`config.mk`:
```
export PLATFORM = sky130hd
export DESIGN_NAME = ps2_port_response_tracker_flat
export DESIGN_NICKNAME = d
export VERILOG_FILES = /design/src/rtl/ps2prt_pkg.sv /design/src/rtl/ps2prt_if.sv /design/src/rtl/ps2prt_ram.sv /design/src/rtl/ps2prt_fifo.sv /design/src/rtl/ps2prt_front.sv /design/src/rtl/ps2prt_back.sv /design/src/rtl/ps2_port_response_tracker.sv /design/src/flat_wrapper.sv
export SDC_FILE = /design/constraint.sdc
export NUM_CORES = 1
export LEC_CHECK = 0
export ABC_AREA = 1
export ABC_CLOCK_PERIOD_IN_PS = 3400
export BUFFER_PORTS_ARGS = -buffer_cell sky130_fd_sc_hd__clkbuf_2
export CORE_MARGIN = 2
export CORE_UTILIZATION = 48
export CTS_BUF_LIST = sky130_fd_sc_hd__clkbuf_4 sky130_fd_sc_hd__clkbuf_8
export DETAILED_ROUTE_END_ITERATION = 7
export PLACE_DENSITY = 0.76
export SLEW_MARGIN = 40
export SYNTH_ARGS = -nofsm -noshare
export SYNTH_HDL_FRONTEND = slang
export SYNTH_HIERARCHICAL = 1
export SYNTH_SLANG_ARGS = --single-unit
```
`constraint.sdc`:
```
create_clock -name clk -period 3.4 [get_ports clk]
set_input_delay 0.34 -clock clk [delete_from_list [all_inputs] [get_ports clk]]
set_output_delay 0.34 -clock clk [all_outputs]
set_load 0.05 [all_outputs]
```
`src/rtl/ps2prt_pkg.sv`:
```
// Shared types, codes and helpers of the PS/2 port response tracker.
`timescale 1ns / 1ps

package ps2prt_pkg;

  // Default depth of the response store per port
  localparam int DEF_RESPONSE_DEPTH = 16;

  // Entries of the queue between front and back
  localparam int QUEUE_DEPTH = 4;

  // Address width that covers both port halves at the largest depth
  localparam int STORE_ADDR_W = 5;

  // Command word operations
  typedef enum logic [2:0] {
    OP_RX    = 3'd0,
    OP_START = 3'd1,
    OP_SENT  = 3'd2,
    OP_DONE  = 3'd3,
    OP_END   = 3'd4
  } op_t;

  // Port flag bit positions
  localparam int FL_WAIT_ACK  = 0;
  localparam int FL_WAIT_CMD  = 1;
  localparam int FL_WAIT_RESP = 2;
  localparam int FL_GET_ID    = 3;
  localparam int FL_PASS      = 4;

  // Configuration register indexes
  localparam logic [2:0] REG_SECOND_PORT = 3'd0;
  localparam logic [2:0] REG_GET_ID      = 3'd1;
  localparam logic [2:0] REG_SET_LEDS    = 3'd2;
  localparam logic [2:0] REG_SET_LEDS_EX = 3'd3;
  localparam logic [2:0] REG_SET_REP     = 3'd4;
  localparam logic [2:0] REG_RESET       = 3'd5;

  // Result kinds
  typedef enum logic [2:0] {
    EV_NONE   = 3'd0,
    EV_PASS   = 3'd1,
    EV_WAKE   = 3'd2,
    EV_RESP   = 3'd3,
    EV_STATUS = 3'd4
  } event_kind_t;

  // Register file contents
  typedef struct packed {
    logic       second_port_present;
    logic [7:0] get_id_opcode;
    logic [7:0] set_leds_opcode;
    logic [7:0] set_leds_ex_opcode;
    logic [7:0] set_rep_opcode;
    logic [7:0] reset_opcode;
  } cfg_t;

  // One classified word from front to back
  typedef struct packed {
    logic        is_end;
    event_kind_t kind;
    logic        port;
    logic [7:0]  value;
    logic        ack;
    logic        ok;
    logic [3:0]  count;
  } job_t;

  // Map a port and an entry index to a store address
  function automatic logic [STORE_ADDR_W-1:0] store_addr(logic port, logic [3:0] idx,
                                                         int depth);
    logic [STORE_ADDR_W-1:0] base;
    base = port ? STORE_ADDR_W'(depth) : '0;
    return base + STORE_ADDR_W'(idx);
  endfunction

endpackage

```
`src/rtl/ps2prt_if.sv`:
```
// Handshake channels for command words and result words.
`timescale 1ns / 1ps

interface ps2prt_cmd_if;
  logic       valid;
  logic       ready;
  logic [2:0] operation;
  logic       port_select;
  logic [7:0] data_byte;
  logic [3:0] response_count;

  modport source (output valid, output operation, output port_select,
                  output data_byte, output response_count, input ready);
  modport sink (input valid, input operation, input port_select,
                input data_byte, input response_count, output ready);
endinterface

interface ps2prt_evt_if;
  logic       valid;
  logic       ready;
  logic [2:0] event_kind;
  logic       port_number;
  logic [7:0] byte_value;
  logic       ack_seen;
  logic       command_ok;
  logic       last;

  modport source (output valid, output event_kind, output port_number,
                  output byte_value, output ack_seen, output command_ok,
                  output last, input ready);
  modport sink (input valid, input event_kind, input port_number,
                input byte_value, input ack_seen, input command_ok,
                input last, output ready);
endinterface

```
`src/rtl/ps2prt_ram.sv`:
```
// Generic single-write, single-read RAM with registered read data.
`timescale 1ns / 1ps

module ps2prt_ram #(
  parameter int WIDTH = 8,
  parameter int DEPTH = 32
) (
  input  logic                                   clk,
  input  logic                                   we,
  input  logic [(DEPTH > 1 ? $clog2(DEPTH) : 1)-1:0] waddr,
  input  logic [WIDTH-1:0]                       wdata,
  input  logic                                   re,
  input  logic [(DEPTH > 1 ? $clog2(DEPTH) : 1)-1:0] raddr,
  output logic [WIDTH-1:0]                       rdata
);

  logic [WIDTH-1:0] mem [DEPTH];

  // Write and read; read data holds while re is low
  always_ff @(posedge clk) begin
    if (we) begin
      mem[waddr] <= wdata;
    end
    if (re) begin
      rdata <= mem[raddr];
    end
  end

endmodule

```
`src/rtl/ps2prt_fifo.sv`:
```
// Short queue of classified words between front and back.
`timescale 1ns / 1ps

module ps2prt_fifo (
  input  logic                clk,
  input  logic                rst,
  input  logic                push_valid,
  output logic                push_ready,
  input  ps2prt_pkg::job_t    push_data,
  output logic                pop_valid,
  input  logic                pop_ready,
  output ps2prt_pkg::job_t    pop_data
);

  localparam int PW = $clog2(ps2prt_pkg::QUEUE_DEPTH);
  localparam int CW = $clog2(ps2prt_pkg::QUEUE_DEPTH + 1);

  ps2prt_pkg::job_t entries [ps2prt_pkg::QUEUE_DEPTH];
  logic [PW-1:0] wr_ptr;
  logic [PW-1:0] rd_ptr;
  logic [CW-1:0] fill;
  logic          do_push;
  logic          do_pop;

  assign push_ready = (fill != CW'(ps2prt_pkg::QUEUE_DEPTH));
  assign pop_valid  = (fill != '0);
  assign pop_data   = entries[rd_ptr];
  assign do_push    = push_valid && push_ready;
  assign do_pop     = pop_valid && pop_ready;

  // Hold entries
  always_ff @(posedge clk) begin
    if (do_push) begin
      entries[wr_ptr] <= push_data;
    end
  end

  // Advance pointers and fill count
  always_ff @(posedge clk) begin
    if (rst) begin
      wr_ptr <= '0;
      rd_ptr <= '0;
      fill   <= '0;
    end else begin
      if (do_push) begin
        wr_ptr <= (wr_ptr == PW'(ps2prt_pkg::QUEUE_DEPTH - 1)) ? '0 : wr_ptr + 1'b1;
      end
      if (do_pop) begin
        rd_ptr <= (rd_ptr == PW'(ps2prt_pkg::QUEUE_DEPTH - 1)) ? '0 : rd_ptr + 1'b1;
      end
      if (do_push && !do_pop) begin
        fill <= fill + 1'b1;
      end else if (do_pop && !do_push) begin
        fill <= fill - 1'b1;
      end
    end
  end

endmodule

```
`src/rtl/ps2prt_front.sv`:
```
// Front end: accepts command words, updates port state, classifies results.
`timescale 1ns / 1ps

module ps2prt_front #(
  parameter int RESPONSE_DEPTH = ps2prt_pkg::DEF_RESPONSE_DEPTH
) (
  input  logic                                 clk,
  input  logic                                 rst,
  ps2prt_cmd_if.sink                           cmd,
  input  ps2prt_pkg::cfg_t                     cfg,
  output logic                                 push_valid,
  input  logic                                 push_ready,
  output ps2prt_pkg::job_t                     push_data,
  input  logic                                 store_done,
  output logic                                 mem_we,
  output logic [$clog2(2*RESPONSE_DEPTH)-1:0]  mem_waddr,
  output logic [7:0]                           mem_wdata,
  output logic [2*RESPONSE_DEPTH-1:0]          entry_valid
);

  localparam int AW = $clog2(2 * RESPONSE_DEPTH);

  // Bytes with a fixed meaning during the acknowledge phase
  localparam logic [7:0] ACK_BYTE   = 8'hFA;
  localparam logic [7:0] NACK_BYTE  = 8'hFE;
  localparam logic [7:0] ID_BYTE_FC = 8'hFC;
  localparam logic [7:0] ID_BYTE_00 = 8'h00;
  localparam logic [7:0] ID_BYTE_03 = 8'h03;
  localparam logic [7:0] ID_BYTE_04 = 8'h04;

  logic [4:0] flags    [2];
  logic       ack      [2];
  logic [3:0] rem      [2];
  logic [3:0] expct    [2];
  logic [7:0] opc      [2];
  logic       busy;

  logic       rdy;
  logic       accept;
  logic       port;
  logic [7:0] din;
  logic [3:0] cnt_sat;
  logic [4:0] f;
  logic       a;
  logic [3:0] r;
  logic       is_start;
  logic       store_we;
  logic [3:0] store_idx;
  ps2prt_pkg::job_t job;

  assign rdy        = push_ready && !busy;
  assign cmd.ready  = rdy;
  assign accept     = cmd.valid && rdy;
  assign port       = cmd.port_select;
  assign din        = cmd.data_byte;
  assign push_valid = accept;
  assign push_data  = job;
  assign mem_we     = accept && store_we;
  assign mem_waddr  = AW'(ps2prt_pkg::store_addr(port, store_idx, RESPONSE_DEPTH));
  assign mem_wdata  = din;

  // Saturate the response count to the store depth
  assign cnt_sat = ({1'b0, cmd.response_count} > 5'(RESPONSE_DEPTH)) ?
                   4'(RESPONSE_DEPTH) : cmd.response_count;

  // Classify the word and work out the next port state
  always_comb begin
    logic is_ack;
    logic do_resp;
    is_ack    = 1'b0;
    do_resp   = 1'b0;
    f         = flags[port];
    a         = ack[port];
    r         = rem[port];
    is_start  = 1'b0;
    store_we  = 1'b0;
    store_idx = '0;
    job       = '0;
    job.kind  = ps2prt_pkg::EV_NONE;
    job.port  = port;

    unique case (ps2prt_pkg::op_t'(cmd.operation))
      ps2prt_pkg::OP_RX: begin
        if (port && !cfg.second_port_present) begin
          // drop aux byte, no port state change
        end else if (f[ps2prt_pkg::FL_WAIT_ACK]) begin
          case (din) inside
            ACK_BYTE: begin
              a      = 1'b1;
              is_ack = 1'b1;
            end
            NACK_BYTE: begin
              a      = 1'b0;
              is_ack = 1'b1;
            end
            ID_BYTE_FC, ID_BYTE_00, ID_BYTE_03, ID_BYTE_04: begin
              is_ack = f[ps2prt_pkg::FL_GET_ID];
              if (is_ack) begin
                a = 1'b1;
              end
            end
            default: is_ack = 1'b0;
          endcase
          if (!is_ack) begin
            if (f[ps2prt_pkg::FL_PASS]) begin
              job.kind  = ps2prt_pkg::EV_PASS;
              job.value = din;
            end
            f[ps2prt_pkg::FL_GET_ID] = 1'b0;
            f[ps2prt_pkg::FL_PASS]   = 1'b0;
          end else begin
            f[ps2prt_pkg::FL_WAIT_ACK] = 1'b0;
            if (a && din != ACK_BYTE) begin
              do_resp = 1'b1;
            end else begin
              job.kind = ps2prt_pkg::EV_WAKE;
            end
          end
        end else if (f[ps2prt_pkg::FL_WAIT_CMD]) begin
          do_resp = 1'b1;
        end else begin
          job.kind  = ps2prt_pkg::EV_PASS;
          job.value = din;
        end

        // Response phase: store byte in reverse order, wake waiters
        if (do_resp) begin
          if (r != '0) begin
            r         = r - 1'b1;
            store_we  = 1'b1;
            store_idx = r;
          end
          if (f[ps2prt_pkg::FL_WAIT_RESP]) begin
            f[ps2prt_pkg::FL_WAIT_RESP] = 1'b0;
            if (r != '0) begin
              job.kind = ps2prt_pkg::EV_WAKE;
            end
          end
          if (r == '0) begin
            f[ps2prt_pkg::FL_WAIT_CMD] = 1'b0;
            job.kind                   = ps2prt_pkg::EV_WAKE;
          end
        end
      end
      ps2prt_pkg::OP_START: begin
        is_start = 1'b1;
        r        = cnt_sat;
        if (din == cfg.get_id_opcode) begin
          f[ps2prt_pkg::FL_GET_ID] = 1'b1;
        end else if (din == cfg.set_leds_opcode || din == cfg.set_leds_ex_opcode ||
                     din == cfg.set_rep_opcode) begin
          f[ps2prt_pkg::FL_PASS] = 1'b1;
        end else begin
          f = '0;
        end
        if (cnt_sat != '0) begin
          f[ps2prt_pkg::FL_WAIT_CMD]  = 1'b1;
          f[ps2prt_pkg::FL_WAIT_RESP] = 1'b1;
        end
      end
      ps2prt_pkg::OP_SENT: begin
        a                          = 1'b0;
        f[ps2prt_pkg::FL_WAIT_ACK] = 1'b1;
      end
      ps2prt_pkg::OP_DONE: begin
        f[ps2prt_pkg::FL_WAIT_ACK] = 1'b0;
        if (!a) begin
          f = '0;
        end
        job.kind = ps2prt_pkg::EV_STATUS;
        job.ok   = a;
      end
      ps2prt_pkg::OP_END: begin
        job.is_end = 1'b1;
        job.kind   = ps2prt_pkg::EV_STATUS;
        job.count  = expct[port];
        job.ok     = !(r != '0 && (opc[port] != cfg.reset_opcode || r != 4'd1));
        f          = '0;
      end
      default: begin
        // unused codes leave state alone
      end
    endcase
    job.ack = a;
  end

  // Hold port state, store validity and the busy mark
  always_ff @(posedge clk) begin
    if (rst) begin
      for (int i = 0; i < 2; i++) begin
        flags[i] <= '0;
        ack[i]   <= 1'b0;
        rem[i]   <= '0;
        expct[i] <= '0;
        opc[i]   <= '0;
      end
      entry_valid <= '0;
      busy        <= 1'b0;
    end else begin
      if (accept) begin
        flags[port] <= f;
        ack[port]   <= a;
        rem[port]   <= r;
        if (is_start) begin
          expct[port] <= cnt_sat;
          opc[port]   <= din;
          for (int j = 0; j < RESPONSE_DEPTH; j++) begin
            if (port) begin
              entry_valid[RESPONSE_DEPTH + j] <= 1'b0;
            end else begin
              entry_valid[j] <= 1'b0;
            end
          end
        end
        if (store_we) begin
          entry_valid[mem_waddr] <= 1'b1;
        end
      end
      if (accept && job.is_end) begin
        busy <= 1'b1;
      end else if (store_done) begin
        busy <= 1'b0;
      end
    end
  end

endmodule

```
`src/rtl/ps2prt_back.sv`:
```
// Back end: turns queued words into result words, replays stored responses.
`timescale 1ns / 1ps

module ps2prt_back #(
  parameter int RESPONSE_DEPTH = ps2prt_pkg::DEF_RESPONSE_DEPTH
) (
  input  logic                                 clk,
  input  logic                                 rst,
  input  logic                                 q_valid,
  output logic                                 q_ready,
  input  ps2prt_pkg::job_t                     q_data,
  output logic                                 rd_en,
  output logic [$clog2(2*RESPONSE_DEPTH)-1:0]  rd_addr,
  input  logic [7:0]                           rd_data,
  input  logic [2*RESPONSE_DEPTH-1:0]          entry_valid,
  output logic                                 store_done,
  ps2prt_evt_if.source                         evt
);

  localparam int AW = $clog2(2 * RESPONSE_DEPTH);

  typedef enum logic [1:0] {
    ST_IDLE,
    ST_READ,
    ST_STATUS
  } state_t;

  state_t      state;
  logic        out_valid;
  logic [2:0]  out_kind;
  logic        out_port;
  logic [7:0]  out_byte;
  logic        out_ack;
  logic        out_ok;
  logic        out_last;
  logic        job_port;
  logic        job_ok;
  logic        job_ack;
  logic [3:0]  remain;
  logic [AW-1:0] cur_addr;
  logic        slot_free;
  logic        pop;
  logic        load;

  assign evt.valid       = out_valid;
  assign evt.event_kind  = out_kind;
  assign evt.port_number = out_port;
  assign evt.byte_value  = out_byte;
  assign evt.ack_seen    = out_ack;
  assign evt.command_ok  = out_ok;
  assign evt.last        = out_last;

  assign slot_free  = !out_valid || evt.ready;
  assign q_ready    = pop;
  assign store_done = (state == ST_STATUS) && slot_free;

  // Pop queue, issue store reads and decide when the output word loads
  always_comb begin
    pop     = 1'b0;
    load    = 1'b0;
    rd_en   = 1'b0;
    rd_addr = cur_addr;
    unique case (state)
      ST_IDLE: begin
        if (slot_free && q_valid) begin
          pop = 1'b1;
          if (!q_data.is_end) begin
            load = 1'b1;
          end
          if (q_data.is_end && q_data.count != '0) begin
            rd_en   = 1'b1;
            rd_addr = AW'(ps2prt_pkg::store_addr(q_data.port, q_data.count - 4'd1,
                                                 RESPONSE_DEPTH));
          end
        end
      end
      ST_READ: begin
        load = slot_free;
        if (slot_free && remain != '0) begin
          rd_en   = 1'b1;
          rd_addr = AW'(ps2prt_pkg::store_addr(job_port, remain - 4'd1, RESPONSE_DEPTH));
        end
      end
      ST_STATUS: begin
        // status needs no read
        load = slot_free;
      end
      default: begin
        pop = 1'b0;
      end
    endcase
  end

  // Sequence results and hold the output word
  always_ff @(posedge clk) begin
    if (rst) begin
      state     <= ST_IDLE;
      out_valid <= 1'b0;
    end else begin
      if (load) begin
        out_valid <= 1'b1;
      end else if (evt.ready) begin
        out_valid <= 1'b0;
      end
      unique case (state)
        ST_IDLE: begin
          if (pop) begin
            if (q_data.is_end) begin
              job_port <= q_data.port;
              job_ok   <= q_data.ok;
              job_ack  <= q_data.ack;
              if (q_data.count != '0) begin
                remain   <= q_data.count - 4'd1;
                cur_addr <= rd_addr;
                state    <= ST_READ;
              end else begin
                state <= ST_STATUS;
              end
            end else begin
              out_kind  <= q_data.kind;
              out_port  <= q_data.port;
              out_byte  <= q_data.value;
              out_ack   <= q_data.ack;
              out_ok    <= q_data.ok;
              out_last  <= 1'b1;
            end
          end
        end
        ST_READ: begin
          if (slot_free) begin
            out_kind  <= ps2prt_pkg::EV_RESP;
            out_port  <= job_port;
            out_byte  <= entry_valid[cur_addr] ? rd_data : 8'd0;
            out_ack   <= job_ack;
            out_ok    <= 1'b0;
            out_last  <= 1'b0;
            if (remain != '0) begin
              remain   <= remain - 4'd1;
              cur_addr <= rd_addr;
            end else begin
              state <= ST_STATUS;
            end
          end
        end
        ST_STATUS: begin
          if (slot_free) begin
            out_kind  <= ps2prt_pkg::EV_STATUS;
            out_port  <= job_port;
            out_byte  <= 8'd0;
            out_ack   <= job_ack;
            out_ok    <= job_ok;
            out_last  <= 1'b1;
            state     <= ST_IDLE;
          end
        end
        default: begin
          state <= ST_IDLE;
        end
      endcase
    end
  end

endmodule

```
`src/rtl/ps2_port_response_tracker.sv`:
```
// Path: each result is held in the queue, then loaded into the registered output word.
// Throughput: one word per cycle unless the queue or the output stalls; end command
//   emits its stored responses one per cycle from the store RAM read port while the
//   output is free, then a status, and holds cmd.ready low from its acceptance until
//   that status is loaded.
// Reset: synchronous; clears port state and store entry valid bits.
`timescale 1ns / 1ps

module ps2_port_response_tracker #(
  parameter int RESPONSE_DEPTH = ps2prt_pkg::DEF_RESPONSE_DEPTH
) (
  input  logic         clk,
  input  logic         rst,
  ps2prt_cmd_if.sink   cmd,
  ps2prt_evt_if.source evt,
  input  logic         psel,
  input  logic         penable,
  input  logic         pwrite,
  input  logic [4:0]   paddr,
  input  logic [31:0]  pwdata,
  output logic [31:0]  prdata,
  output logic         pready
);

  localparam int AW = $clog2(2 * RESPONSE_DEPTH);

  ps2prt_pkg::cfg_t cfg;
  logic [2:0]       reg_idx;

  logic             push_valid;
  logic             push_ready;
  ps2prt_pkg::job_t push_data;
  logic             q_valid;
  logic             q_ready;
  ps2prt_pkg::job_t q_data;
  logic             store_done;
  logic             mem_we;
  logic [AW-1:0]    mem_waddr;
  logic [7:0]       mem_wdata;
  logic             rd_en;
  logic [AW-1:0]    rd_addr;
  logic [7:0]       rd_data;
  logic [2*RESPONSE_DEPTH-1:0] entry_valid;

  assign pready  = 1'b1;
  assign reg_idx = paddr[4:2];

  // Write configuration registers
  always_ff @(posedge clk) begin
    if (rst) begin
      cfg.second_port_present <= 1'b0;
      cfg.get_id_opcode       <= 8'd242;
      cfg.set_leds_opcode     <= 8'd237;
      cfg.set_leds_ex_opcode  <= 8'd235;
      cfg.set_rep_opcode      <= 8'd243;
      cfg.reset_opcode        <= 8'd255;
    end else if (psel && penable && pwrite && pready) begin
      case (reg_idx)
        ps2prt_pkg::REG_SECOND_PORT: cfg.second_port_present <= pwdata[0];
        ps2prt_pkg::REG_GET_ID:      cfg.get_id_opcode       <= pwdata[7:0];
        ps2prt_pkg::REG_SET_LEDS:    cfg.set_leds_opcode     <= pwdata[7:0];
        ps2prt_pkg::REG_SET_LEDS_EX: cfg.set_leds_ex_opcode  <= pwdata[7:0];
        ps2prt_pkg::REG_SET_REP:     cfg.set_rep_opcode      <= pwdata[7:0];
        ps2prt_pkg::REG_RESET:       cfg.reset_opcode        <= pwdata[7:0];
        default: begin
          // writes beyond the register list are dropped
        end
      endcase
    end
  end

  // Read back configuration registers
  always_comb begin
    case (reg_idx)
      ps2prt_pkg::REG_SECOND_PORT: prdata = {31'd0, cfg.second_port_present};
      ps2prt_pkg::REG_GET_ID:      prdata = {24'd0, cfg.get_id_opcode};
      ps2prt_pkg::REG_SET_LEDS:    prdata = {24'd0, cfg.set_leds_opcode};
      ps2prt_pkg::REG_SET_LEDS_EX: prdata = {24'd0, cfg.set_leds_ex_opcode};
      ps2prt_pkg::REG_SET_REP:     prdata = {24'd0, cfg.set_rep_opcode};
      ps2prt_pkg::REG_RESET:       prdata = {24'd0, cfg.reset_opcode};
      default:                     prdata = 32'd0;
    endcase
  end

  ps2prt_front #(
    .RESPONSE_DEPTH(RESPONSE_DEPTH)
  ) u_front (
    .clk        (clk),
    .rst        (rst),
    .cmd        (cmd),
    .cfg        (cfg),
    .push_valid (push_valid),
    .push_ready (push_ready),
    .push_data  (push_data),
    .store_done (store_done),
    .mem_we     (mem_we),
    .mem_waddr  (mem_waddr),
    .mem_wdata  (mem_wdata),
    .entry_valid(entry_valid)
  );

  ps2prt_fifo u_fifo (
    .clk       (clk),
    .rst       (rst),
    .push_valid(push_valid),
    .push_ready(push_ready),
    .push_data (push_data),
    .pop_valid (q_valid),
    .pop_ready (q_ready),
    .pop_data  (q_data)
  );

  ps2prt_ram #(
    .WIDTH(8),
    .DEPTH(2 * RESPONSE_DEPTH)
  ) u_store (
    .clk  (clk),
    .we   (mem_we),
    .waddr(mem_waddr),
    .wdata(mem_wdata),
    .re   (rd_en),
    .raddr(rd_addr),
    .rdata(rd_data)
  );

  ps2prt_back #(
    .RESPONSE_DEPTH(RESPONSE_DEPTH)
  ) u_back (
    .clk        (clk),
    .rst        (rst),
    .q_valid    (q_valid),
    .q_ready    (q_ready),
    .q_data     (q_data),
    .rd_en      (rd_en),
    .rd_addr    (rd_addr),
    .rd_data    (rd_data),
    .entry_valid(entry_valid),
    .store_done (store_done),
    .evt        (evt)
  );

endmodule
```
`src/flat_wrapper.sv`:
```
// flat-port wrapper written by rule: the top's interface ports become plain ports
module ps2_port_response_tracker_flat 
#(
  parameter int RESPONSE_DEPTH = ps2prt_pkg::DEF_RESPONSE_DEPTH
)
  (clk, rst, psel, penable, pwrite, paddr, pwdata, prdata, pready, cmd_valid, cmd_operation, cmd_port_select, cmd_data_byte, cmd_response_count, cmd_ready, evt_valid, evt_event_kind, evt_port_number, evt_byte_value, evt_ack_seen, evt_command_ok, evt_last, evt_ready);
  ps2prt_cmd_if cmd_i ();
  ps2prt_evt_if evt_i ();
  input  logic clk;
  input  logic rst;
  input  logic psel;
  input  logic penable;
  input  logic pwrite;
  input  logic [4:0] paddr;
  input  logic [31:0] pwdata;
  output logic [31:0] prdata;
  output logic pready;
  input wire logic [$bits(cmd_i.valid)-1:0] cmd_valid;
  input wire logic [$bits(cmd_i.operation)-1:0] cmd_operation;
  input wire logic [$bits(cmd_i.port_select)-1:0] cmd_port_select;
  input wire logic [$bits(cmd_i.data_byte)-1:0] cmd_data_byte;
  input wire logic [$bits(cmd_i.response_count)-1:0] cmd_response_count;
  output wire logic [$bits(cmd_i.ready)-1:0] cmd_ready;
  output wire logic [$bits(evt_i.valid)-1:0] evt_valid;
  output wire logic [$bits(evt_i.event_kind)-1:0] evt_event_kind;
  output wire logic [$bits(evt_i.port_number)-1:0] evt_port_number;
  output wire logic [$bits(evt_i.byte_value)-1:0] evt_byte_value;
  output wire logic [$bits(evt_i.ack_seen)-1:0] evt_ack_seen;
  output wire logic [$bits(evt_i.command_ok)-1:0] evt_command_ok;
  output wire logic [$bits(evt_i.last)-1:0] evt_last;
  input wire logic [$bits(evt_i.ready)-1:0] evt_ready;
  assign cmd_i.valid = cmd_valid;
  assign cmd_i.operation = cmd_operation;
  assign cmd_i.port_select = cmd_port_select;
  assign cmd_i.data_byte = cmd_data_byte;
  assign cmd_i.response_count = cmd_response_count;
  assign cmd_ready = cmd_i.ready;
  assign evt_valid = evt_i.valid;
  assign evt_event_kind = evt_i.event_kind;
  assign evt_port_number = evt_i.port_number;
  assign evt_byte_value = evt_i.byte_value;
  assign evt_ack_seen = evt_i.ack_seen;
  assign evt_command_ok = evt_i.command_ok;
  assign evt_last = evt_i.last;
  assign evt_i.ready = evt_ready;
  ps2_port_response_tracker #(.RESPONSE_DEPTH(RESPONSE_DEPTH)) u_core (.clk(clk), .rst(rst), .cmd(cmd_i), .evt(evt_i), .psel(psel), .penable(penable), .pwrite(pwrite), .paddr(paddr), .pwdata(pwdata), .prdata(prdata), .pready(pready));
endmodule
```
**Word level (Yosys, flattened, before mapping)**

Memories as Yosys holds them, arrays and structs flattened. A register that Yosys moved wholly into a read port is not among the register bits.
Index checks and enable logic that the tools add are counted.

- Register bits: 111
- Bits in latches: 0
- RAM bits: 376
- Memory bits (read-only): 0
- Input port bits: 60
- Memories: 7

- Add/sub/neg operators: 10
- $mul: 0
- Div/mod/pow operators: 0
- Order comparisons: 4
- Eq/ne operators: 35
- Shift operators: 0
- Muxes and demuxes: 214
- Bitwise logic cells: 2
- Reductions and logical operators: 64

Memories:

| name | words | width | read ports | clocked after memory_dff | wr ports | RTL line | RTL |
|---|---|---|---|---|---|---|---|
| u_core.u_store.mem | 32 | 8 | 1 | 1 | 1 | ps2prt_ram.sv:17 | `logic [WIDTH-1:0] mem [DEPTH];` |
| u_core.u_fifo.entries | 4 | 19 | 1 | 1 | 1 | ps2prt_fifo.sv:18 | `ps2prt_pkg::job_t entries [ps2prt_pkg::QUEUE_DEPTH];` |
| u_core.u_front.opc | 2 | 8 | 1 | 0 | 2 | ps2prt_front.sv:35 | `logic [7:0] opc [2];` |
| u_core.u_front.flags | 2 | 5 | 1 | 0 | 2 | ps2prt_front.sv:31 | `logic [4:0] flags [2];` |
| u_core.u_front.expct | 2 | 4 | 1 | 0 | 2 | ps2prt_front.sv:34 | `logic [3:0] expct [2];` |
| u_core.u_front.rem | 2 | 4 | 1 | 0 | 2 | ps2prt_front.sv:33 | `logic [3:0] rem [2];` |
| 1 more memories | n/a | n/a | n/a | n/a | n/a | n/a |  |

Operators by type and width:

| kind | number |
|---|---|
| $mux 32 | 4 |
| $mux 1 | 117 |
| $mux 8 | 12 |
| $mux 4 | 17 |
| $mux 5 | 13 |
| $pmux 8 s6 | 1 |
| $mux 3 | 14 |
| $eq 8x8->1 | 4 |
| $mux 2 | 16 |
| $or 32x32->32 | 1 |
| $eq 8x8->1 const B | 3 |
| $pmux 8 s3 | 1 |
| $pmux 5 s2 | 2 |
| $reduce_bool 4->1 | 5 |
| $logic_and 1x1->1 | 18 |
| $pmux 4 s2 | 2 |
| $pmux 4 s4 | 1 |
| $add 5x4->5 | 3 |
| $ne 2x2->1 const B | 7 |
| $eq 3x2->1 const B | 4 |
| $lt 5x6->1 const B | 2 |
| $pmux 1 s2 | 6 |
| $reduce_and 2->1 | 6 |
| $reduce_or 4->1 | 3 |
| other kinds (41) | 67 |

**Logic depth before layout (Yosys ltp)**

Gate-level depths: netlist of the first run.

- Word-level depth: 23
- Gate-level depth with buffers: 24
- Depth with buffers taken out: 20

**By module**

Netlist of the first run, hierarchy kept.

Modules (own cells, without submodules):

| module | times used | cells each | area each (um^2) | sequential area each (um^2) |
|---|---|---|---|---|
| ps2prt_ram | 1 | 922 | 10,866.7 | 7,927.6 |
| ps2prt_front | 1 | 605 | 4,566.9 | 1,981.9 |
| ps2prt_fifo | 1 | 253 | 3,360.7 | 2,462.4 |
| ps2_port_response_tracker | 1 | 336 | 2,359.8 | 820.8 |
| ps2prt_back | 1 | 271 | 2,065.7 | 870.8 |

**Worst setup path after synthesis of the first run**

No wires, ideal clock.

- Kind: register -> register
- Start point: reg u_core.u_fifo.fill[0]
- End point: mem u_core/u_fifo/entries[0][0] (netlist name) (enable)
- Arrival time: 2,504 ps
- Path slack: 501 ps
- Cell stages (with the launch flop): 9
- Path through: dfxtp_1 > nor2_2 > nand2_2 > inv_1 > nor2_1 > nand2_1 > inv_1 > nand2_2 > nor2_1

- Cells in the longest elaborated chain, start to end: 6

Ends and longest elaborated chain:

| what | RTL line | RTL |
|---|---|---|
| start, declared | ps2prt_fifo.sv:21 | `logic [CW-1:0] fill;` |
| start signal, assigned | ps2prt_fifo.sv:52 | `fill <= fill + 1'b1;` |
| start signal, assigned | ps2prt_fifo.sv:54 | `fill <= fill - 1'b1;` |
| $ne 3x3->1 | ps2prt_fifo.sv:25 | `assign push_ready = (fill != CW'(ps2prt_pkg::QUEUE_DEPTH));` |
| net u_core.push_ready | ps2_port_response_tracker.sv:31 | `logic push_ready;` |
| $logic_and 1x1->1 | ps2prt_front.sv:51 | `assign rdy = push_ready && !busy;` |
| net cmd_ready | flat_wrapper.sv:23 | `output wire logic [$bits(cmd_i.ready)-1:0] cmd_ready;` |
| $logic_and 1x1->1 | ps2prt_front.sv:53 | `assign accept = cmd.valid && rdy;` |
| net u_core.push_valid | ps2_port_response_tracker.sv:30 | `logic push_valid;` |
| $logic_and 1x1->1 | ps2prt_fifo.sv:28 | `assign do_push = push_valid && push_ready;` |
| $mux 1 | ps2prt_fifo.sv:33 | `if (do_push) begin` |
| $mux 1 (implied by the code) | ps2prt_fifo.sv:34 | `entries[wr_ptr] <= push_data;` |
| end, declared | ps2prt_fifo.sv:18 |  |

The timed path passes the listed nets, and every way through them passes these cells.

==> run summary, run 1 <==
Outcome = finished clean
Startpoint types = flop
Drt first pass iters = 7
DRC Markers = 0
Clock sinks = 497
Critical Path End Type = flop
Worst Slack Setup Final = 120 ps
Average wire per cell in the routed design = 17.6 µm
Critical path's slowest cell = o22ai_1
CTS tree = built
Critical path class = flop to flop
Final ANT Viol Nets = 0
Initial Utilization = 48.6%
Total power = 23800 µW
Post-place setup slack = -93.3 ps
Mapped Cells = 2387
WP data required = 3780 ps
Worst Skew = 37.2 ps
Initial antenna violation count = 1
Post-layout min period = 3280 ps
First-pass GRT wire length = 86800 µm
Yosys reg bits = 497
Port bufs = 58
Chip Height = 224 µm
Worst EP arrival = 3660 ps
Final #Nets = 2570
# setup viols final = 0
Vias in the first global route = 16.5k
Leakage power total = 0.0104 µW
Antenna cells = 0
Layout cell share with drive strength beyond 1 = 14.6%
Reg2reg setup slack = 120 ps
Clk slew on worst S/H paths = 60 ps
1st-iter DRT viols = 1862
Peak VDD IR = 0.733 mV
Root buffer cell = clkbuf_8
Max cap viols = 0
Max FO, Critical Path = 47
Total global routing overflow = 0
Setup TNS = 0 ps
Worst-margin pin slew = 666 ps
DR vias/cell = 5.44
CTS Buffer Depth = 3
Most common cell on crit path = nand2_1
Fin util = 53.8%
WP buf/inv = 5
CP cell instances = inv_2, buf_4, o21ai_0, o22ai_1, nand4_1, inv_2, a21oi_1, o21ai_1, nand3_4, buf_4, buf_12, nand2_1, nand3_1, nand3_1, nand2_1, nand2_1, nand2_1, nand2_1, nand2_1
Gr usage total = 22.2%
Delay-heaviest family, CP = simple AND/OR/NAND/NOR gates
Hold crit path type = primary input to flop
Distinct cells, synth = 52
I/O Pins = 110
Post-DP HPWL = 36200 µm
Via count = 17.2k
RSZ-0062 raised after global routing = yes
H-tree lvl count = 3
Max-slew headroom = 55.6%
Placed insts = 3025
Final period utilization = 96.5%
Clk_lat worst skew = 650 ps
Hold Vio Cnt, Final = 0
Num CTS Buffers = 77
Pwr/cell area = 926 mW/mm²
Die ar. = 0.0501 mm²
Largest net degree at the start of global routing = 66
Synthesis-to-finish area growth = 10.6%
GPL Wtd Cong = 0.964
Slew Viols, Final = 0
Final WL = 55700 µm
Non-Filler Instances = 3166
Core area = 0.0477 mm²
Synth warn = 6
Critical Path Max Stage Delay = 390 ps
FP Rows = 80
Seq/Total Area, Yosys = 60.6%
Highest clock rate = 0.305 GHz
Avg Cell Area, Syn = 9.73 µm²
Cell Area, Synth = 0.0232 mm²
Die X-Extent = 224 µm
[power breakdown]
part           switching [µW]  internal, µW
Sequential                233          7240
Clock                    2290          2720
Combinational            7830          3450
[logic make-up after synthesis]
kind of cell | Yosys count | synth area share, %
AND/OR/NAND/NOR | 1373 | 26.1
flip-flops | 497 | 60.6
buffers and inverters | 294 | 7.19
AO/OA/AOI/OAI | 169 | 3.87
XOR/XNOR | 32 | 1.21
adder cells (fa/ha/maj) | 16 | 0.894
multiplexers | 4 | 0.172
other | 2 | 0.0323
[metrics by stage]
step	hold WS, ps	instance area, µm²
floorplan	409	23300
global placement	439	24000
detailed placement	450	24000
CTS	3.14	25600
global route	40.9	25700
finish	54.4	25700
[metal layers]
metal | vias up | wire, µm | GRT usage (%)
met1 | 8111 | 22500 | 29.0
met3 | 142 | 4620 | 3.95
met4 | 2 | 2180 | 10.7
met5 | - | 13 | 0
li1 | 8165 | - | -
met2 | 813 | 26400 | 36.0
[cell type report]
| cell class | instances | area [µm²] |
|---|---|---|
| fill | 4043 | 22100 |
| inverter | 152 | 597 |
| clock inverter | 32 | 233 |
| multi-input combinational | 1619 | 7630 |
| clock buffer | 104 | 1310 |
| sequential | 497 | 14100 |
| timing repair buffer | 147 | 1080 |
| tap | 615 | 769 |
[timing repair]
action | 4_1_cts | 5_1_grt
gates resized for setup | 4 | 16
gates cloned | 1 | 0
hold buffers | 1 | 0
buffers inserted | 0 | 4
setup endpoints to repair | 8 | 9
pin swaps | 1 | 2
hold endpoints to repair | 2 | 0
[placed cells by master (no fill, tap or decap), types with 16 or more instances in the layout]
master / synthesis / routed
o21ai_0: 70 / 68
nand3_1: 319 / 314
clkbuf_2: 4 / 58
nand2_1: 710 / 709
clkbuf_8: 0 / 84
nand3_2: 13 / 17
buf_4: 52 / 78
o21ai_1: 41 / 43
nand2_2: 27 / 28
conb_1: 2 / 25
clkbuf_4: 0 / 20
dfxtp_1: 86 / 84
inv_1: 134 / 133
nor2_1: 231 / 230
edfxtp_1: 411 / 411
nand4_1: 19 / 19
o22ai_1: 22 / 20
xnor2_1: 17 / 17
clkinv_1: 1 / 16
a21oi_1: 27 / 27
[sequential cells by signal (all words and copies together), names as in the netlist, 10 cells and up, named ones only]
name,count
u_core/u_front/entry_valid,32
u_core/cfg,41
u_core/u_store/mem,256
u_core/u_front/opc,16
u_core/u_front/flags,10
u_core/u_fifo/entries,76
[Yosys cell counts (all sizes together)]
| master | count | share of area (%) |
|---|---|---|
| o211ai | 3 | 0.097 |
| or2 | 4 | 0.11 |
| xor2 | 15 | 0.57 |
| mux2i | 4 | 0.17 |
| nand4 | 20 | 0.57 |
| conb | 2 | 0.032 |
| inv | 150 | 2.5 |
| nor2 | 250 | 4.5 |
| and3 | 4 | 0.11 |
| nor3b | 1 | 0.032 |
| nor3 | 9 | 0.22 |
| nand2 | 740 | 12 |
| o22ai | 22 | 0.59 |
| o21ai | 114 | 2.5 |
| a21oi | 28 | 0.62 |
| clkbuf | 22 | 0.38 |
| edfxtp | 411 | 53 |
| dfxtp | 86 | 7.4 |
| a211oi | 1 | 0.032 |
| clkinv | 2 | 0.038 |
| buf | 120 | 4.3 |
| a31oi | 1 | 0.027 |
| xnor2 | 17 | 0.64 |
| nand3b | 3 | 0.097 |
| nor4 | 3 | 0.081 |
| ha | 15 | 0.81 |
| fa | 1 | 0.086 |
| nand3 | 339 | 8.0 |
[path summary, 6_finish.rpt]
check	startpoint	endpoint	cells past startpoint
worst max-delay path	flop	u_core/u_store/rdata[7]	19
worst min-delay path	pwdata[6]	u_core/cfg[22]	3
worst max register to register	flop	u_core/u_store/rdata[7]	19
worst min register to register	u_core/u_front/entry_valid[23]	u_core/u_front/entry_valid[23]	2
[tightest hold or removal path, cell delays in order]
cell and delay, ps:
clkbuf_2 180, nand2_1 70, nand3_1 70
(Power assumes the default switching activity.)
==> run 2: changes to the inputs <==
--- a/config.mk
+++ b/config.mk
@@ -8,10 +8,10 @@
 export ABC_AREA = 1
 export ABC_CLOCK_PERIOD_IN_PS = 3400
 export BUFFER_PORTS_ARGS = -buffer_cell sky130_fd_sc_hd__clkbuf_2
-export CORE_MARGIN = 2
 export CORE_UTILIZATION = 48
 export CTS_BUF_LIST = sky130_fd_sc_hd__clkbuf_4 sky130_fd_sc_hd__clkbuf_8
 export DETAILED_ROUTE_END_ITERATION = 7
+export HOLD_SLACK_MARGIN = 0.03
 export PLACE_DENSITY = 0.76
 export SLEW_MARGIN = 40
 export SYNTH_ARGS = -nofsm -noshare
==> run 2 against run 1 <==
First-iteration DRC count up 3.5%. Critical path depth up 1. Flip-flop and latch count unchanged. Fmax up 2.4%. Clock skew up 6.7 ps. Worst hold slack better by 30 ps. Register-to-register slack better by 80 ps. Combinational power about the same. Critical endpoint is now u_core/u_store/rdata[2]. Largest cell class unchanged.
==> run summary, run 2 (synthesized netlist as in run 1, its figures left out) <==
Non-Filler Instances = 3174 (+0.25%)
Max-slew headroom = 52.5% (-3.1 points)
WP data required = 3910 ps (+130 ps)
First-pass GRT wire length = 86100 µm (-0.80%)
Most common cell on crit path = nand2_1
H-tree lvl count = 3 (unchanged)
Outcome = finished clean
Port bufs = 58 (unchanged)
Highest clock rate = 0.312 GHz (+2.4%)
Max cap viols = 0 (unchanged)
Core area = 0.0477 mm² (unchanged)
Worst R2R Path Depth = 20 (+1)
Via count = 17.4k (+1.1%)
Worst-margin pin slew = 712 ps (+46.1 ps)
Net Switching = 10500 µW (+1.6%)
Register Area = 0.0141 mm² (about the same)
Most common cell after layout, fill and taps aside = nand2_1
Clk_lat worst skew = 660 ps (about the same)
Clock sinks = 497 (unchanged)
Sequential share of power = 30.8% (-0.6 points)
Post-CTS setup buffers = 0 (unchanged)
Pwr/cell area = 939 mW/mm² (+1.4%)
Peak VDD IR = 0.850 mV (+16%)
I/O Pins = 110 (unchanged)
Worst EP arrival = 3710 ps (+50 ps)
Fin util = 54.1% (+0.28 points)
Num CTS Buffers = 77 (unchanged)
Initial antenna violation count = 0 (-1)
Clk slew on worst S/H paths = 60 ps (about the same)
Slew Viols, Final = 0 (unchanged)
Critical path class = flop to flop
CTS tree = built
Int Pwr = 13700 µW (+2.2%)
Layout cell share with drive strength beyond 1 = 14.3% (-0.32 points)
Top flop regs = u_core/u_store/mem x256, u_core/u_fifo/entries x76, u_core/cfg x41
Critical path's slowest cell = dfxtp_2
Logic pwr share = 47.3% (-0.2 points)
Vias in the first global route = 16.3k (-0.68%)
Hold crit path type = primary input to flop
Final WL = 56400 µm (+1.2%)
Die ar. = 0.0493 mm² (-1.8%)
Final ANT Viol Nets = 0 (unchanged)
Placed insts = 3020 (-0.17%)
Critical Path End Type = flop
Root buffer cell = clkbuf_8
Biggest register = u_core/u_store/mem
Clock Power Share = 21.9% (+0.8 points)
RSZ-0062 raised after global routing = no
Leakage power total = 0.0105 µW (+0.64%)
Post-layout min period = 3200 ps (-75.7 ps)
Hold Vio Cnt, Final = 0 (unchanged)
Critical Path Max Stage Delay = 430 ps (+40 ps)
Min-Delay Path Depth = 4 (+1)
Max reg flops = 256 (unchanged)
Setup TNS = 0 ps (unchanged)
DRC Markers = 0 (unchanged)
Startpoint types = flop
CP cell instances = inv_2, buf_4, o21ai_0, o22ai_2, nor2_1, nand2_1, nand4_1, inv_2, a21oi_1, o21ai_1, nand3_4, buf_12, nand2_1, nand3_1, nand3_1, nand2_1, nand2_1, nand2_1, nand2_1, nand2_1
Commonest cells after routing, fill and taps aside = 710 x nand2_1, 411 x edfxtp_1, 317 x nand3_1
Final period utilization = 94.2% (-2.2 points)
Initial Utilization = 48.6% (unchanged)
FP Rows = 80 (unchanged)
Gr usage total = 22.4% (+0.18 points)
Post-DP HPWL = 35400 µm (-2.3%)
1st-iter DRT viols = 1927 (+3.5%)
Average wire per cell in the routed design = 17.8 µm (+0.97%)
Total global routing overflow = 0 (unchanged)
Worst Skew = 43.9 ps (+6.65 ps)
Die X-Extent = 222 µm (-0.89%)
Final #Nets = 2571 (+0.039%)
# setup viols final = 0 (unchanged)
GPL Wtd Cong = 0.957 (-0.78%)
Max FO, Critical Path = 81 (+72%)
CTS Buffer Depth = 3 (unchanged)
Switching Fraction = 43.4% (-0.15 points)
DR vias/cell = 5.49 (+0.84%)
Largest net degree at the start of global routing = 82 (+24%)
Area occupied by multi-input gates = 0.00761 mm² (-0.25%)
Drt first pass iters = 8 (+1)
Chip Height = 222 µm (-0.89%)
Synthesis-to-finish area growth = 11.2%
Fill count = 4032 (-0.27%)
Antenna cells = 0 (unchanged)
[run 2: cell count changes in the layout (fill, tap and decap cells not counted), sizes merged]
cell,previous run,this run
buf,88,79
bufinv,3,6
clkbuf,162,167
clkinv,25,29
clkinvlp,5,3
dlygate4sd3,1,8
[run 2: power groups by stage]
stage                     clock (µW)  combinational, µW  sequential [µW]
after floorplan                    0               8020             7770
after global placement             0              10500             7570
after detailed placement           0              10700             7590
after CTS                       5400              10800             7470
after global routing            5630              12500             7500
final                           5310              11500             7470
[run 2: worst paths after layout]
path	from	to	slack [ps]
hold reg to reg	u_core/u_front/entry_valid[22]	u_core/u_front/entry_valid[22]	460
setup / recovery	flop	u_core/u_store/rdata[2]	200
hold / removal	evt_ready	u_core/u_back/evt.valid	80
setup reg to reg	flop	u_core/u_store/rdata[2]	200
[run 2: timing repair]
action / CTS / global route
resized for setup: 1 / 11
endpoints found under the hold margin: 29 / 0
gates cloned: 0 / 3
hold buffers: 8 / 0
setup endpoints to repair: 8 / 8
[run 2: worst max-delay path, delay by kind of cell, from the launching register on]
family	cells	cell delay, ps
buffers and inverters	4	710
DFF	1	430
AOI/OAI and AO/OA	4	590
and+or+nand+nor	12	1270
[run 2: cell type report]
type                            instances  area share, %
Tap cell                              615           2.98
Sequential cell                       497           54.5
Clock buffer                          106           5.14
Inverter                              152           2.29
Timing Repair Buffer                  148           4.37
Clock inverter                         37           1.26
Multi-Input combinational cell       1619           29.5
[run 2: metal layers]
layer	global-route usage [%]	vias to the layer above	share of wire, %
li1	-	8188	-
met1	29.5	8202	40
met2	35.4	868	47
met3	3.86	163	9.0
met4	12.2	0	4.3
met5	0	-	0
[run 2: stage by stage]
stage	setup slack, ps	cell area (µm²)	total power, µW	hold WS (ps)
2_1_floorplan	501	23300	15800	409
3_3_place_gp	50.8	24000	18100	440
3_5_place_dp	-14.1	24000	18300	451
4_1_cts	15.1	25700	23700	30.4
5_1_grt	11.5	25800	25600	84.7
6_report	196	25800	24200	84.5
